===== src/sv/mdt_pkg.sv =====
// shared types, codes and constants of the message dedup table
// no dependencies
package mdt_pkg;

  localparam int ENTRIES_DEF  = 32;
  localparam int KEY_BITS_DEF = 64;
  localparam int OP_W         = 3;
  localparam int STATUS_W     = 3;
  localparam int KEY_W        = 64;
  localparam int TIME_W       = 32;

  typedef enum logic [OP_W-1:0] {
    OP_RECEIVE        = 3'd0,
    OP_RESTORE        = 3'd1,
    OP_MARK_DURABLE   = 3'd2,
    OP_MARK_PRESENTED = 3'd3,
    OP_MARK_ACK_SENT  = 3'd4,
    OP_FIND           = 3'd5
  } op_t;

  typedef enum logic [STATUS_W-1:0] {
    ST_OK          = 3'd0,
    ST_DUP         = 3'd1,
    ST_BAD_KEY     = 3'd2,
    ST_FULL        = 3'd3,
    ST_NOT_FOUND   = 3'd4,
    ST_NOT_DURABLE = 3'd5
  } status_t;

  typedef enum logic {
    S_IDLE,
    S_EXEC
  } state_t;

  typedef struct packed {
    logic capture;
    logic exec;
  } cmd_t;

  typedef struct packed {
    logic out_stall;
  } sts_t;

  typedef struct packed {
    status_t           status;
    logic              do_present;
    logic              do_ack;
    logic              hit_durable;
    logic              hit_delivered;
    logic              hit_ack_pending;
    logic [TIME_W-1:0] hit_time_ms;
  } rsp_t;

endpackage


===== src/sv/mdt_req_if.sv =====
// request channel of the dedup table: valid/ready plus one operation
// depends on mdt_pkg
interface mdt_req_if;
  logic                          valid;
  logic                          ready;
  logic [mdt_pkg::OP_W-1:0]      op;
  logic [mdt_pkg::KEY_W-1:0]     key;
  logic [mdt_pkg::TIME_W-1:0]    time_ms;
  logic                          restore_delivered;
  logic                          restore_ack_pending;

  modport source (
    output valid, op, key, time_ms, restore_delivered, restore_ack_pending,
    input  ready
  );
  modport sink (
    input  valid, op, key, time_ms, restore_delivered, restore_ack_pending,
    output ready
  );
endinterface


===== src/sv/mdt_rsp_if.sv =====
// response channel of the dedup table: valid/ready plus one result
// depends on mdt_pkg
interface mdt_rsp_if;
  logic                          valid;
  logic                          ready;
  logic [mdt_pkg::STATUS_W-1:0]  status;
  logic                          do_present;
  logic                          do_ack;
  logic                          hit_durable;
  logic                          hit_delivered;
  logic                          hit_ack_pending;
  logic [mdt_pkg::TIME_W-1:0]    hit_time_ms;

  modport source (
    output valid, status, do_present, do_ack, hit_durable, hit_delivered,
           hit_ack_pending, hit_time_ms,
    input  ready
  );
  modport sink (
    input  valid, status, do_present, do_ack, hit_durable, hit_delivered,
           hit_ack_pending, hit_time_ms,
    output ready
  );
endinterface


===== src/sv/message_dedup_table.sv =====
// message dedup table: a transaction is captured when accepted and executed in
// the EXEC state once the output is not stalled, which registers its result; a
// new transaction is not accepted until the previous one has executed.
// all slot keys are matched in parallel in the accept cycle.
// synchronous reset empties the table and drops any pending result.
module message_dedup_table #(
  parameter int ENTRIES  = mdt_pkg::ENTRIES_DEF,
  parameter int KEY_BITS = mdt_pkg::KEY_BITS_DEF
) (
  input  logic     clk,
  input  logic     rst,
  mdt_req_if.sink   req,
  mdt_rsp_if.source rsp
);

  mdt_pkg::cmd_t cmd;
  mdt_pkg::sts_t sts;
  mdt_pkg::rsp_t rsp_data;

  mdt_ctrl u_ctrl (
    .clk       (clk),
    .rst       (rst),
    .req_valid (req.valid),
    .req_ready (req.ready),
    .sts       (sts),
    .cmd       (cmd)
  );

  mdt_datapath #(
    .ENTRIES  (ENTRIES),
    .KEY_BITS (KEY_BITS)
  ) u_datapath (
    .clk                     (clk),
    .rst                     (rst),
    .cmd                     (cmd),
    .sts                     (sts),
    .req_op                  (req.op),
    .req_key                 (req.key),
    .req_time_ms             (req.time_ms),
    .req_restore_delivered   (req.restore_delivered),
    .req_restore_ack_pending (req.restore_ack_pending),
    .rsp_valid               (rsp.valid),
    .rsp_ready               (rsp.ready),
    .rsp_data                (rsp_data)
  );

  assign rsp.status          = rsp_data.status;
  assign rsp.do_present      = rsp_data.do_present;
  assign rsp.do_ack          = rsp_data.do_ack;
  assign rsp.hit_durable     = rsp_data.hit_durable;
  assign rsp.hit_delivered   = rsp_data.hit_delivered;
  assign rsp.hit_ack_pending = rsp_data.hit_ack_pending;
  assign rsp.hit_time_ms     = rsp_data.hit_time_ms;

endmodule


===== src/sv/mdt_ctrl.sv =====
// controller of the dedup table: accept, then execute once the output is free
// depends on mdt_pkg
module mdt_ctrl (
  input  logic          clk,
  input  logic          rst,
  input  logic          req_valid,
  output logic          req_ready,
  input  mdt_pkg::sts_t sts,
  output mdt_pkg::cmd_t cmd
);

  mdt_pkg::state_t state;
  mdt_pkg::state_t state_next;

  always_ff @(posedge clk) begin
    if (rst) begin
      state <= mdt_pkg::S_IDLE;
    end else begin
      state <= state_next;
    end
  end

  always_comb begin
    state_next = state;
    unique case (state)
      mdt_pkg::S_IDLE: begin
        if (req_valid) state_next = mdt_pkg::S_EXEC;
      end
      mdt_pkg::S_EXEC: begin
        if (!sts.out_stall) state_next = mdt_pkg::S_IDLE;
      end
      default: state_next = mdt_pkg::S_IDLE;
    endcase
  end

  always_comb begin
    req_ready   = 1'b0;
    cmd.capture = 1'b0;
    cmd.exec    = 1'b0;
    unique case (state)
      mdt_pkg::S_IDLE: begin
        req_ready   = 1'b1;
        cmd.capture = req_valid;
      end
      mdt_pkg::S_EXEC: begin
        cmd.exec = !sts.out_stall;
      end
      default: ;
    endcase
  end

endmodule


===== src/sv/mdt_datapath.sv =====
// datapath of the dedup table: slot registers, parallel key match, flag update
// and the output register; depends on mdt_pkg
module mdt_datapath #(
  parameter int ENTRIES  = mdt_pkg::ENTRIES_DEF,
  parameter int KEY_BITS = mdt_pkg::KEY_BITS_DEF
) (
  input  logic                          clk,
  input  logic                          rst,
  input  mdt_pkg::cmd_t                 cmd,
  output mdt_pkg::sts_t                 sts,
  input  logic [mdt_pkg::OP_W-1:0]      req_op,
  input  logic [mdt_pkg::KEY_W-1:0]     req_key,
  input  logic [mdt_pkg::TIME_W-1:0]    req_time_ms,
  input  logic                          req_restore_delivered,
  input  logic                          req_restore_ack_pending,
  output logic                          rsp_valid,
  input  logic                          rsp_ready,
  output mdt_pkg::rsp_t                 rsp_data
);

  localparam int IDXW = (ENTRIES > 1) ? $clog2(ENTRIES) : 1;
  localparam int CNTW = $clog2(ENTRIES + 1);

  // slot state
  logic [ENTRIES-1:0]               slot_used;
  logic [KEY_BITS-1:0]              slot_key         [ENTRIES];
  logic [mdt_pkg::TIME_W-1:0]       slot_time        [ENTRIES];
  logic                             slot_durable     [ENTRIES];
  logic                             slot_delivered   [ENTRIES];
  logic                             slot_ack_pending [ENTRIES];
  logic [CNTW-1:0]                  used_count;

  // captured transaction and match result
  logic [mdt_pkg::OP_W-1:0]         op_q;
  logic [KEY_BITS-1:0]              key_q;
  logic [mdt_pkg::TIME_W-1:0]       time_q;
  logic                             rd_q;
  logic                             ra_q;
  logic                             key_ok_q;
  logic                             found_q;
  logic [IDXW-1:0]                  hit_idx_q;

  logic [KEY_BITS-1:0]              key_in;
  logic [ENTRIES-1:0]               hit_vec;
  logic [IDXW-1:0]                  hit_idx;

  logic [IDXW-1:0]                  free_idx;
  logic [IDXW-1:0]                  wr_idx;
  logic                             full;
  logic                             cur_dur;
  logic                             cur_del;
  logic                             cur_ack;
  logic                             alloc;
  logic                             upd;
  logic                             new_dur;
  logic                             new_del;
  logic                             new_ack;
  mdt_pkg::rsp_t                    res;

  assign key_in = req_key[KEY_BITS-1:0];

  // parallel match against all in-use slots; keys are unique in the table
  always_comb begin
    for (int i = 0; i < ENTRIES; i++) begin
      hit_vec[i] = slot_used[i] && (slot_key[i] == key_in);
    end
  end

  always_comb begin
    hit_idx = '0;
    for (int i = 0; i < ENTRIES; i++) begin
      hit_idx = hit_idx | (hit_vec[i] ? IDXW'(i) : '0);
    end
  end

  always_ff @(posedge clk) begin
    if (cmd.capture) begin
      op_q      <= req_op;
      key_q     <= key_in;
      time_q    <= req_time_ms;
      rd_q      <= req_restore_delivered;
      ra_q      <= req_restore_ack_pending;
      key_ok_q  <= (key_in != '0);
      found_q   <= (|hit_vec) && (key_in != '0);
      hit_idx_q <= hit_idx;
    end
  end

  // slots fill from the bottom and are never freed
  assign free_idx = used_count[IDXW-1:0];
  assign full     = (used_count == CNTW'(ENTRIES));
  assign cur_dur  = slot_durable[hit_idx_q];
  assign cur_del  = slot_delivered[hit_idx_q];
  assign cur_ack  = slot_ack_pending[hit_idx_q];
  assign wr_idx   = alloc ? free_idx : hit_idx_q;

  always_comb begin
    res        = '0;
    res.status = mdt_pkg::ST_BAD_KEY;
    alloc      = 1'b0;
    upd        = 1'b0;
    new_dur    = cur_dur;
    new_del    = cur_del;
    new_ack    = cur_ack;
    unique case (op_q)
      mdt_pkg::OP_RECEIVE: begin
        if (key_ok_q) begin
          if (found_q) begin
            res.status = mdt_pkg::ST_DUP;
            if (cur_dur) begin
              res.do_present = !cur_del;
              res.do_ack     = 1'b1;
              upd            = 1'b1;
              new_ack        = 1'b1;
            end
          end else if (full) begin
            res.status = mdt_pkg::ST_FULL;
          end else begin
            res.status = mdt_pkg::ST_OK;
            alloc      = 1'b1;
            new_dur    = 1'b0;
            new_del    = 1'b0;
            new_ack    = 1'b1;
          end
        end
      end
      mdt_pkg::OP_RESTORE: begin
        if (key_ok_q) begin
          if (found_q) begin
            res.status = mdt_pkg::ST_DUP;
            upd        = 1'b1;
            new_dur    = 1'b1;
            new_del    = cur_del | rd_q;
            new_ack    = cur_ack | ra_q;
          end else if (full) begin
            res.status = mdt_pkg::ST_FULL;
          end else begin
            res.status = mdt_pkg::ST_OK;
            alloc      = 1'b1;
            new_dur    = 1'b1;
            new_del    = rd_q;
            new_ack    = ra_q;
          end
        end
      end
      mdt_pkg::OP_MARK_DURABLE: begin
        if (key_ok_q) begin
          if (found_q) begin
            res.status     = mdt_pkg::ST_OK;
            res.do_present = !cur_del;
            res.do_ack     = cur_ack;
            upd            = 1'b1;
            new_dur        = 1'b1;
          end else begin
            res.status = mdt_pkg::ST_NOT_FOUND;
          end
        end
      end
      mdt_pkg::OP_MARK_PRESENTED, mdt_pkg::OP_MARK_ACK_SENT: begin
        if (key_ok_q) begin
          if (!found_q) begin
            res.status = mdt_pkg::ST_NOT_FOUND;
          end else if (!cur_dur) begin
            res.status = mdt_pkg::ST_NOT_DURABLE;
          end else begin
            res.status = mdt_pkg::ST_OK;
            upd        = 1'b1;
            if (op_q == mdt_pkg::OP_MARK_PRESENTED) new_del = 1'b1;
            else                                     new_ack = 1'b0;
          end
        end
      end
      mdt_pkg::OP_FIND: begin
        if (found_q) begin
          res.status          = mdt_pkg::ST_OK;
          res.hit_durable     = cur_dur;
          res.hit_delivered   = cur_del;
          res.hit_ack_pending = cur_ack;
          res.hit_time_ms     = slot_time[hit_idx_q];
        end else begin
          res.status = mdt_pkg::ST_NOT_FOUND;
        end
      end
      default: ;
    endcase
  end

  always_ff @(posedge clk) begin
    if (rst) begin
      slot_used  <= '0;
      used_count <= '0;
      rsp_valid  <= 1'b0;
    end else begin
      if (cmd.exec && alloc) begin
        slot_used[free_idx] <= 1'b1;
        used_count          <= used_count + CNTW'(1);
      end
      if (cmd.exec) begin
        rsp_valid <= 1'b1;
      end else if (rsp_ready) begin
        rsp_valid <= 1'b0;
      end
    end
  end

  always_ff @(posedge clk) begin
    if (cmd.exec && alloc) begin
      slot_key[free_idx]  <= key_q;
      slot_time[free_idx] <= time_q;
    end
    if (cmd.exec && (alloc || upd)) begin
      slot_durable[wr_idx]     <= new_dur;
      slot_delivered[wr_idx]   <= new_del;
      slot_ack_pending[wr_idx] <= new_ack;
    end
    if (cmd.exec) begin
      rsp_data <= res;
    end
  end

  assign sts.out_stall = rsp_valid && !rsp_ready;

endmodule


===== src/flat_wrapper.sv =====
// flat-port wrapper written by rule: the top's interface ports become plain ports
module message_dedup_table_flat 
#(
  parameter int ENTRIES  = mdt_pkg::ENTRIES_DEF,
  parameter int KEY_BITS = mdt_pkg::KEY_BITS_DEF
)
  (clk, rst, req_valid, req_op, req_key, req_time_ms, req_restore_delivered, req_restore_ack_pending, req_ready, rsp_valid, rsp_status, rsp_do_present, rsp_do_ack, rsp_hit_durable, rsp_hit_delivered, rsp_hit_ack_pending, rsp_hit_time_ms, rsp_ready);
  mdt_req_if req_i ();
  mdt_rsp_if rsp_i ();
  input  logic clk;
  input  logic rst;
  input wire logic [$bits(req_i.valid)-1:0] req_valid;
  input wire logic [$bits(req_i.op)-1:0] req_op;
  input wire logic [$bits(req_i.key)-1:0] req_key;
  input wire logic [$bits(req_i.time_ms)-1:0] req_time_ms;
  input wire logic [$bits(req_i.restore_delivered)-1:0] req_restore_delivered;
  input wire logic [$bits(req_i.restore_ack_pending)-1:0] req_restore_ack_pending;
  output wire logic [$bits(req_i.ready)-1:0] req_ready;
  output wire logic [$bits(rsp_i.valid)-1:0] rsp_valid;
  output wire logic [$bits(rsp_i.status)-1:0] rsp_status;
  output wire logic [$bits(rsp_i.do_present)-1:0] rsp_do_present;
  output wire logic [$bits(rsp_i.do_ack)-1:0] rsp_do_ack;
  output wire logic [$bits(rsp_i.hit_durable)-1:0] rsp_hit_durable;
  output wire logic [$bits(rsp_i.hit_delivered)-1:0] rsp_hit_delivered;
  output wire logic [$bits(rsp_i.hit_ack_pending)-1:0] rsp_hit_ack_pending;
  output wire logic [$bits(rsp_i.hit_time_ms)-1:0] rsp_hit_time_ms;
  input wire logic [$bits(rsp_i.ready)-1:0] rsp_ready;
  assign req_i.valid = req_valid;
  assign req_i.op = req_op;
  assign req_i.key = req_key;
  assign req_i.time_ms = req_time_ms;
  assign req_i.restore_delivered = req_restore_delivered;
  assign req_i.restore_ack_pending = req_restore_ack_pending;
  assign req_ready = req_i.ready;
  assign rsp_valid = rsp_i.valid;
  assign rsp_status = rsp_i.status;
  assign rsp_do_present = rsp_i.do_present;
  assign rsp_do_ack = rsp_i.do_ack;
  assign rsp_hit_durable = rsp_i.hit_durable;
  assign rsp_hit_delivered = rsp_i.hit_delivered;
  assign rsp_hit_ack_pending = rsp_i.hit_ack_pending;
  assign rsp_hit_time_ms = rsp_i.hit_time_ms;
  assign rsp_i.ready = rsp_ready;
  message_dedup_table #(.ENTRIES(ENTRIES), .KEY_BITS(KEY_BITS)) u_core (.clk(clk), .rst(rst), .req(req_i), .rsp(rsp_i));
endmodule

===== config.mk =====
export PLATFORM = sky130hd
export DESIGN_NAME = message_dedup_table_flat
export DESIGN_NICKNAME = d
export VERILOG_FILES = /design/src/sv/mdt_pkg.sv /design/src/sv/mdt_req_if.sv /design/src/sv/mdt_rsp_if.sv /design/src/sv/message_dedup_table.sv /design/src/sv/mdt_ctrl.sv /design/src/sv/mdt_datapath.sv /design/src/flat_wrapper.sv
export SDC_FILE = /design/constraint.sdc
export NUM_CORES = 2
export LEC_CHECK = 0
export BUFFER_PORTS_ARGS = -buffer_cell sky130_fd_sc_hd__buf_4
export CAP_MARGIN = 20
export CORE_ASPECT_RATIO = 2
export CORE_MARGIN = 4
export CORE_UTILIZATION = 35
export DETAILED_ROUTE_END_ITERATION = 7
export GPL_TIMING_DRIVEN = 0
export PLACE_DENSITY = 0.59
export SLEW_MARGIN = 20
export SYNTH_ARGS = -nofsm -noshare
export SYNTH_HDL_FRONTEND = slang
export SYNTH_SLANG_ARGS = --single-unit

===== constraint.sdc =====
create_clock -name clk -period 15 [get_ports clk]
set_input_delay 3 -clock clk [delete_from_list [all_inputs] [get_ports clk]]
set_output_delay 3 -clock clk [all_outputs]
set_load 0.05 [all_outputs]

### Word-level counts from Yosys, hierarchy flattened

Memory sizes are Yosys's and may differ from the RTL's. A register that Yosys moved wholly into a read port is not among the register bits.
Index checks and enable logic that the tools add are counted.

* bits in registers: 156
* latch bits: 0
* RAM bits: 3168
* bits in read-only memories: 0
* bits of input ports: 105
* output and inout port bits: 42
* word-level logic and storage cells: 254
* memories kept: 5

Memories
* u_core.u_datapath.slot_key: words 32, bits a word 64, read ports 32, clocked after Yosys merged registers in 0, write ports 1, RTL line mdt_datapath.sv:26 `logic [KEY_BITS-1:0] slot_key [ENTRIES];`
* u_core.u_datapath.slot_time: words 32, bits a word 32, read ports 1, clocked after Yosys merged registers in 1, write ports 1, RTL line mdt_datapath.sv:27 `logic [mdt_pkg::TIME_W-1:0] slot_time [ENTRIES];`
* u_core.u_datapath.slot_ack_pending: words 32, bits a word 1, read ports 1, clocked after Yosys merged registers in 1, write ports 1, RTL line mdt_datapath.sv:30 `logic slot_ack_pending [ENTRIES];`
* u_core.u_datapath.slot_delivered: words 32, bits a word 1, read ports 1, clocked after Yosys merged registers in 1, write ports 1, RTL line mdt_datapath.sv:29 `logic slot_delivered [ENTRIES];`
* u_core.u_datapath.slot_durable: words 32, bits a word 1, read ports 1, clocked after Yosys merged registers in 1, write ports 1, RTL line mdt_datapath.sv:28 `logic slot_durable [ENTRIES];`

* add/subtract/negate cells: 1
* $mul: 0
* div/mod/pow operators: 0
* order comparisons: 2
* eq/ne operators: 38
* shift-type cells: 0
* mux-type cells: 105
* bitwise operators: 34
* reduce and logical (&&, ||, !) cells: 51

Operators by type and width (count)
* == test 64 bit: 32
* two-way mux 5 bit: 22
* OR 5 bit: 15
* nonzero test 64 bit: 1
* two-way mux 1 bit: 51
* logical AND 1 bit: 37
* two-way mux 4 bit: 8
* OR 32 bit: 1
* OR reduction 32 bit: 1
* two-way mux 3 bit: 10
* OR 4 bit: 7
* one-hot mux 3 bit (5 select lines): 1
* two-way mux 2 bit: 6
* OR 3 bit: 3
* one-hot mux 1 bit (3 select lines): 3
* adder 6 x 1 -> 6 bit (second input constant): 1
* == test 3 x 2 -> 1 bit (second input constant): 2
* == test 3 bit (second input constant): 2
* == test 6 bit (second input constant): 1
* < comparator 5 x 6 -> 1 bit (second input constant): 1
* OR reduction 2 bit: 3
* demux 1 bit (select 5 bit): 1
* greater-or-equal comparator 5 x 1 -> 1 bit (second input constant): 1
* OR 4 x 5 -> 5 bit: 1
* other kinds (15): 20

### Longest topological paths before layout

An unclocked memory read counts as a cell.

* depth in word-level cells: 35
* mapped depth: 11
* mapped depth without buffers: 9

### Cells and area by module

A second synthesis with hierarchy kept.

* cell total of the unflattened synthesis: 7433
* area total of the unflattened synthesis: 135058.3 µm²

Modules (own cells, without submodules)
* mdt_datapath: times used 1, cells an instance 7427, area an instance 135008.2 µm², sequential area each 100456.3 µm²
* mdt_ctrl: times used 1, cells an instance 6, area an instance 50.0 µm², sequential area each 20.0 µm²

### Worst setup path after synthesis

OpenSTA, ideal clock, no wires.

* path type: input -> register
* start point: input port rsp_ready
* end point: memory u_core.u_datapath.slot_key[28][0] in the netlist's numbering (enable)
* setup time: 0.553 ns
* arrival: 9.102 ns
* data required time: 14.447 ns
* slack: 5.345 ns
* stages on the path: 7
* path buffers: 2
* cells stage by stage: nand2b_1 > and2_1 > clkbuf_1 > and2_1 > buf_2 > nand2_1 > nor2_1

RTL lines
* start: declaration: RTL line flat_wrapper.sv:27 `input wire logic [$bits(rsp_i.ready)-1:0] rsp_ready;`
* end: declaration: RTL line mdt_datapath.sv:26

### Worst setup path after layout

* start point: input port req_key[53]
* end point: register u_core.u_datapath.found_q (data pin)

* word-level cells in the longest chain between the ends: 4
* elaborated cells between the ends (all ways): 67
* those cells by class: eq/ne: 32; reduce/logical: 35

RTL lines
* start: declaration: RTL line flat_wrapper.sv:14 `input wire logic [$bits(req_i.key)-1:0] req_key;`
* == test 64 bit: RTL line mdt_datapath.sv:65 `hit_vec[i] = slot_used[i] && (slot_key[i] == key_in);`
* logical AND 1 bit: RTL line mdt_datapath.sv:65
* OR reduction 32 bit: RTL line mdt_datapath.sv:84 `found_q <= (|hit_vec) && (key_in != '0);`
* logical AND 1 bit (*): RTL line mdt_datapath.sv:84
* end signal: assignment: RTL line mdt_datapath.sv:84
* end: declaration: RTL line mdt_datapath.sv:40 `logic found_q;`

Every way passes the cells marked *; elsewhere a longest branch is shown, timed or not.
A chain may end at the register's enable or synchronous reset.

==> reports/summary.txt <==
RUN STATUS
--------------------------------------------------------------------------------
Run status ........................................................ finished, final reports clean

CTS
--------------------------------------------------------------------------------
Clock root buffer ................................................. sky130_fd_sc_hd__clkbuf_16
Total setup buffers inserted after CTS ............................            0
Skew-Pair Late Insertion Delay ....................................      0.98 ns
CTS Buffer Depth ..................................................            4
Sink Count ........................................................         3361
Number of hold buffers added after CTS ............................            0
Max H-tree Level ..................................................            5
CTS buffer count ..................................................          302
Clock tree from TritonCTS .........................................          yes
Reg clk slew, reported paths ......................................      0.07 ns
Post-CTS Resized ..................................................            0

ROUTING
--------------------------------------------------------------------------------
Met3 wire length ..................................................     58900 µm
Via density per instance ..........................................         6.12
DRT Wirelength ....................................................    690000 µm
Average detailed-routed wire length per instance ..................      49.7 µm
Met1 Wirelength ...................................................    203000 µm
Met2 wire len .....................................................    338000 µm
Antenna-violating nets left .......................................            0
Router iterations before antenna repair ...........................            8
Iteration-0 DRC count of the detailed router ......................        13.1k
Top sig layer .....................................................         met5
Number of remaining DRC errors ....................................            0
Via count .........................................................        85.1k

POWER AND IR DROP
--------------------------------------------------------------------------------
Reported net switching power ......................................      5070 µW
Sequential power share ............................................        51.2%
Static Leak .......................................................    0.0512 µW
Clock power frac ..................................................        40.2%
Net switching share of the total power ............................        24.8%
Worst IR drop on VDD ..............................................       101 µV
Cell internal power dissipation ...................................     15400 µW
Gate power share ..................................................         8.7%
Power density cells ...............................................   125 nW/µm²

CELLS AND AREA
--------------------------------------------------------------------------------
Number of non-filler instances in the completed layout ............        13.9k
# nets final ......................................................         8630
Total of fill cells in the finished design ........................        33.5k
Area growth from synthesis to layout ..............................        20.8%
Share of layout cells above drive strength 1 ......................        21.3%
Final Util ........................................................        42.4%

SYNTH
--------------------------------------------------------------------------------
Share of async-settable or async-resettable flops after synthesis .           0%
Syn Nets ..........................................................         7647
Top flip-flop cell by instance count after synthesis .............. sky130_fd_sc_hd__edfxtp_1
Number of flip-flops and latches in the synthesized netlist .......         3361
Number of library cell types mapped by synthesis ..................           74
Yosys synthesis warning count .....................................            0
Number of cells produced by synthesis .............................         7538
Post-synth EDFFs ..................................................         3316
Average size of a mapped cell .....................................     18.0 µm²
Mapped cell area ..................................................   136000 µm²
Portion of the post-synthesis area used by sequential elements ....        74.0%

MIN PATH
--------------------------------------------------------------------------------
HP Class .......................................................... flop to flop

STA
--------------------------------------------------------------------------------
Worst-case clock skew .............................................    0.0927 ns
Worst slew margin .................................................        10.7%
Part of the cycle the worst path needs ............................        55.4%
Setup repair after global routing missed its margin ...............        false
Number of failing setup endpoints in the final timing report ......            0
Setup slack of the critical path after layout .....................      6.69 ns
Peak clock frequency supported by timing ..........................      120 MHz
Fin crit period ...................................................      8.31 ns
Final hold violations .............................................            0
Hold slack final ..................................................     0.471 ns
Max Transition Viols Final ........................................            0
Transition time at the pin with the least slew margin .............      1.34 ns

WORST SETUP PATH
--------------------------------------------------------------------------------
Largest fanout on the critical path ...............................           10
End of the critical path .......................................... u_core.u_datapath.found_q
RR Endpoint ....................................................... u_core.u_datapath.found_q
Required @ worst endpoint .........................................     15.73 ns
Critical Path End Type ............................................         flop
Critical Setup Path Class ......................................... input pin to flop
Type of origin of the critical path ...............................    input pin
Setup slack on the worst flop-to-flop path ........................     10.02 ns
Data arrival time of the critical path ............................      9.05 ns
Critical R2R Launch ............................................... u_core.u_datapath.slot_key[23][20]
Timing startpoint of the critical path ............................  req_key[53]
Worst reg-to-reg path cell count ..................................            8

GLOBAL ROUTING
--------------------------------------------------------------------------------
Maximum number of pins on one net before global-route repair ......           33
Global-route wire length before repair ............................    870000 µm
Vias in the first global route ....................................        81.5k
GRT Resource Usage Total ..........................................        34.3%
Antenna violations before repair ..................................          127
Global-route congestion overflow total ............................            0

FLOW RUN
--------------------------------------------------------------------------------
Count of max-cap constraint violations ............................            0

PLACED DESIGN
--------------------------------------------------------------------------------
Detail Placement HPWL .............................................    507000 µm
Setup slack at placement ..........................................      6.25 ns
Count of input and output buffers .................................          145
Gp weighted congestion ............................................         1.03
Instance count after placement with tap cells included ............        13.2k

FLOORPLAN
--------------------------------------------------------------------------------
Floorplan die width ...............................................       448 µm
Initial standard-cell utilization of the core .....................        35.1%
Num ports .........................................................          147
Total die area ....................................................   399000 µm²
Height of the die .................................................       889 µm
Placeable core region .............................................   387000 µm²
Number of placement rows ..........................................          323

[registers in the layout, indices dropped and copies added (netlist names), 3 cells and up, named ones only]
signal	cells
u_core.u_datapath.slot_time	1024
u_core.u_datapath.key_q	64
u_core.u_datapath.time_q	32
u_core.u_datapath.op_q	3
u_core.u_datapath.slot_delivered	32
u_core.u_datapath.slot_durable	32
u_core.u_datapath.rsp_data	40
u_core.u_datapath.used_count	6
u_core.u_datapath.hit_idx_q	5
u_core.u_datapath.slot_used	32
u_core.u_datapath.slot_ack_pending	32
u_core.u_datapath.slot_key	2048
[cells in the mapped netlist, types with 98 or more instances]
| library cell | count | area, µm² |
|---|---|---|
| sky130_fd_sc_hd__edfxtp_1 | 3316 | 99600 |
| sky130_fd_sc_hd__xnor2_1 | 1158 | 10100 |
| sky130_fd_sc_hd__xor2_1 | 344 | 3010 |
| sky130_fd_sc_hd__mux4_2 | 327 | 7360 |
| sky130_fd_sc_hd__nand4_1 | 323 | 2020 |
| sky130_fd_sc_hd__nand2b_1 | 287 | 1800 |
| sky130_fd_sc_hd__buf_2 | 218 | 1090 |
| sky130_fd_sc_hd__nor4_1 | 209 | 1310 |
| sky130_fd_sc_hd__nor2_1 | 188 | 706 |
| sky130_fd_sc_hd__inv_1 | 128 | 480 |
| sky130_fd_sc_hd__o22ai_1 | 112 | 701 |
| sky130_fd_sc_hd__clkbuf_1 | 98 | 368 |
[final cells by class]
| cell class | count | area [µm²] | share of cell area [%] |
|---|---|---|---|
| repair buffers | 679 | 11200 | 6.82 |
| clock inverters | 155 | 1770 | 1.08 |
| diodes | 98 | 245 | 0.149 |
| clock buffers | 386 | 8190 | 4.99 |
| inverters | 145 | 548 | 0.334 |
| multi-input cells | 3664 | 33400 | 20.4 |
| plain buffers | 368 | 1890 | 1.15 |
| well taps | 5037 | 6300 | 3.84 |
| flip-flops and latches | 3361 | 100000 | 61.2 |
[power groups by stage]
stage	sequential (µW)	clock [µW]	combinational (µW)
global route	10500	8590	1720
finish	10500	8220	1770
floorplan	10700	0	543
CTS	10500	8240	1690
global placement	11000	0	1180
detailed placement	10700	0	1690
[worst max-delay path, stage by stage]
cell and delay, ns:
sky130_fd_sc_hd__buf_4 0.28, sky130_fd_sc_hd__buf_2 0.98, sky130_fd_sc_hd__buf_2 1.01, sky130_fd_sc_hd__o221ai_1 0.22, sky130_fd_sc_hd__nor4_1 0.55, sky130_fd_sc_hd__nand4_1 0.84
sky130_fd_sc_hd__o22ai_1 0.97, sky130_fd_sc_hd__nor4_1 0.27, sky130_fd_sc_hd__nand4_1 0.42, sky130_fd_sc_hd__o21a_1 0.43
[layer usage]
metal  vias up  global-route usage, %
li1      31500                      -
met3      2494                   7.77
met5         -                      0
met1     44300                   33.9
met2      6669                   57.8
met4        30                   34.4
[placed cells by master (no fill, tap or decap), drive strengths merged, types with 8 or more instances in the layout]
| cell type | instances |
|---|---|
| nand2b | 287 |
| a222oi | 13 |
| nand4 | 323 |
| bufinv | 37 |
| nand2 | 62 |
| nor3 | 52 |
| nand3 | 45 |
| a2111oi | 11 |
| o2bb2ai | 50 |
| mux2i | 39 |
| a221oi | 31 |
| a21oi | 10 |
| inv | 142 |
| xor2 | 344 |
| xnor2 | 1158 |
| nor2b | 35 |
| o221ai | 31 |
| nor4 | 209 |
| o2111ai | 96 |
| nor2 | 188 |
| dfxtp | 45 |
| clkinvlp | 8 |
| a22o | 26 |
| o211ai | 10 |
| buf | 948 |
| clkinv | 113 |
| and4 | 9 |
| diode | 98 |
| a221o | 17 |
| a22oi | 44 |
| o21ai | 23 |
| clkbuf | 485 |
| mux4 | 349 |
| o22ai | 112 |
| edfxtp | 3316 |
[how the worst min path moves through the flow]
stage                                                from                               to  cells past startpoint
after floorplan           u_core.u_datapath.slot_used[20]  u_core.u_datapath.slot_used[20]                      2
after global placement     u_core.u_datapath.slot_used[8]   u_core.u_datapath.slot_used[8]                      2
after detailed placement  u_core.u_datapath.slot_used[25]  u_core.u_datapath.slot_used[25]                      2
after CTS                 u_core.u_datapath.slot_used[26]  u_core.u_datapath.slot_used[26]                      2
after global routing      u_core.u_datapath.slot_used[16]  u_core.u_datapath.slot_used[16]                      2
final                     u_core.u_datapath.slot_used[27]  u_core.u_datapath.slot_used[27]                      2
[logic make-up (layout without fill, tap and decap cells)]
| logic type | Yosys count | count (layout) | synth area share (%) |
|---|---|---|---|
| other | 0 | 98 | 0 |
| muxes | 393 | 393 | 6.20 |
| DFF | 3361 | 3361 | 74.0 |
| and+or+nand+nor | 1254 | 1254 | 5.30 |
| adders and majority gates | 4 | 4 | 0.0369 |
| buffers and inverters | 513 | 1733 | 1.73 |
| xor gates and xnor gates | 1502 | 1502 | 9.69 |
| AOI/OAI and AO/OA | 511 | 511 | 3.03 |
[metrics by stage]
step                cell area, µm²  setup TNS, ns  total power (µW)
floorplan                   136000              0             11200
global placement            143000       -3065.69             12200
detailed placement          154000              0             12400
CTS                         164000              0             20400
global route                164000              0             20800
finish                      164000              0             20500
(Power assumes the default switching activity.)
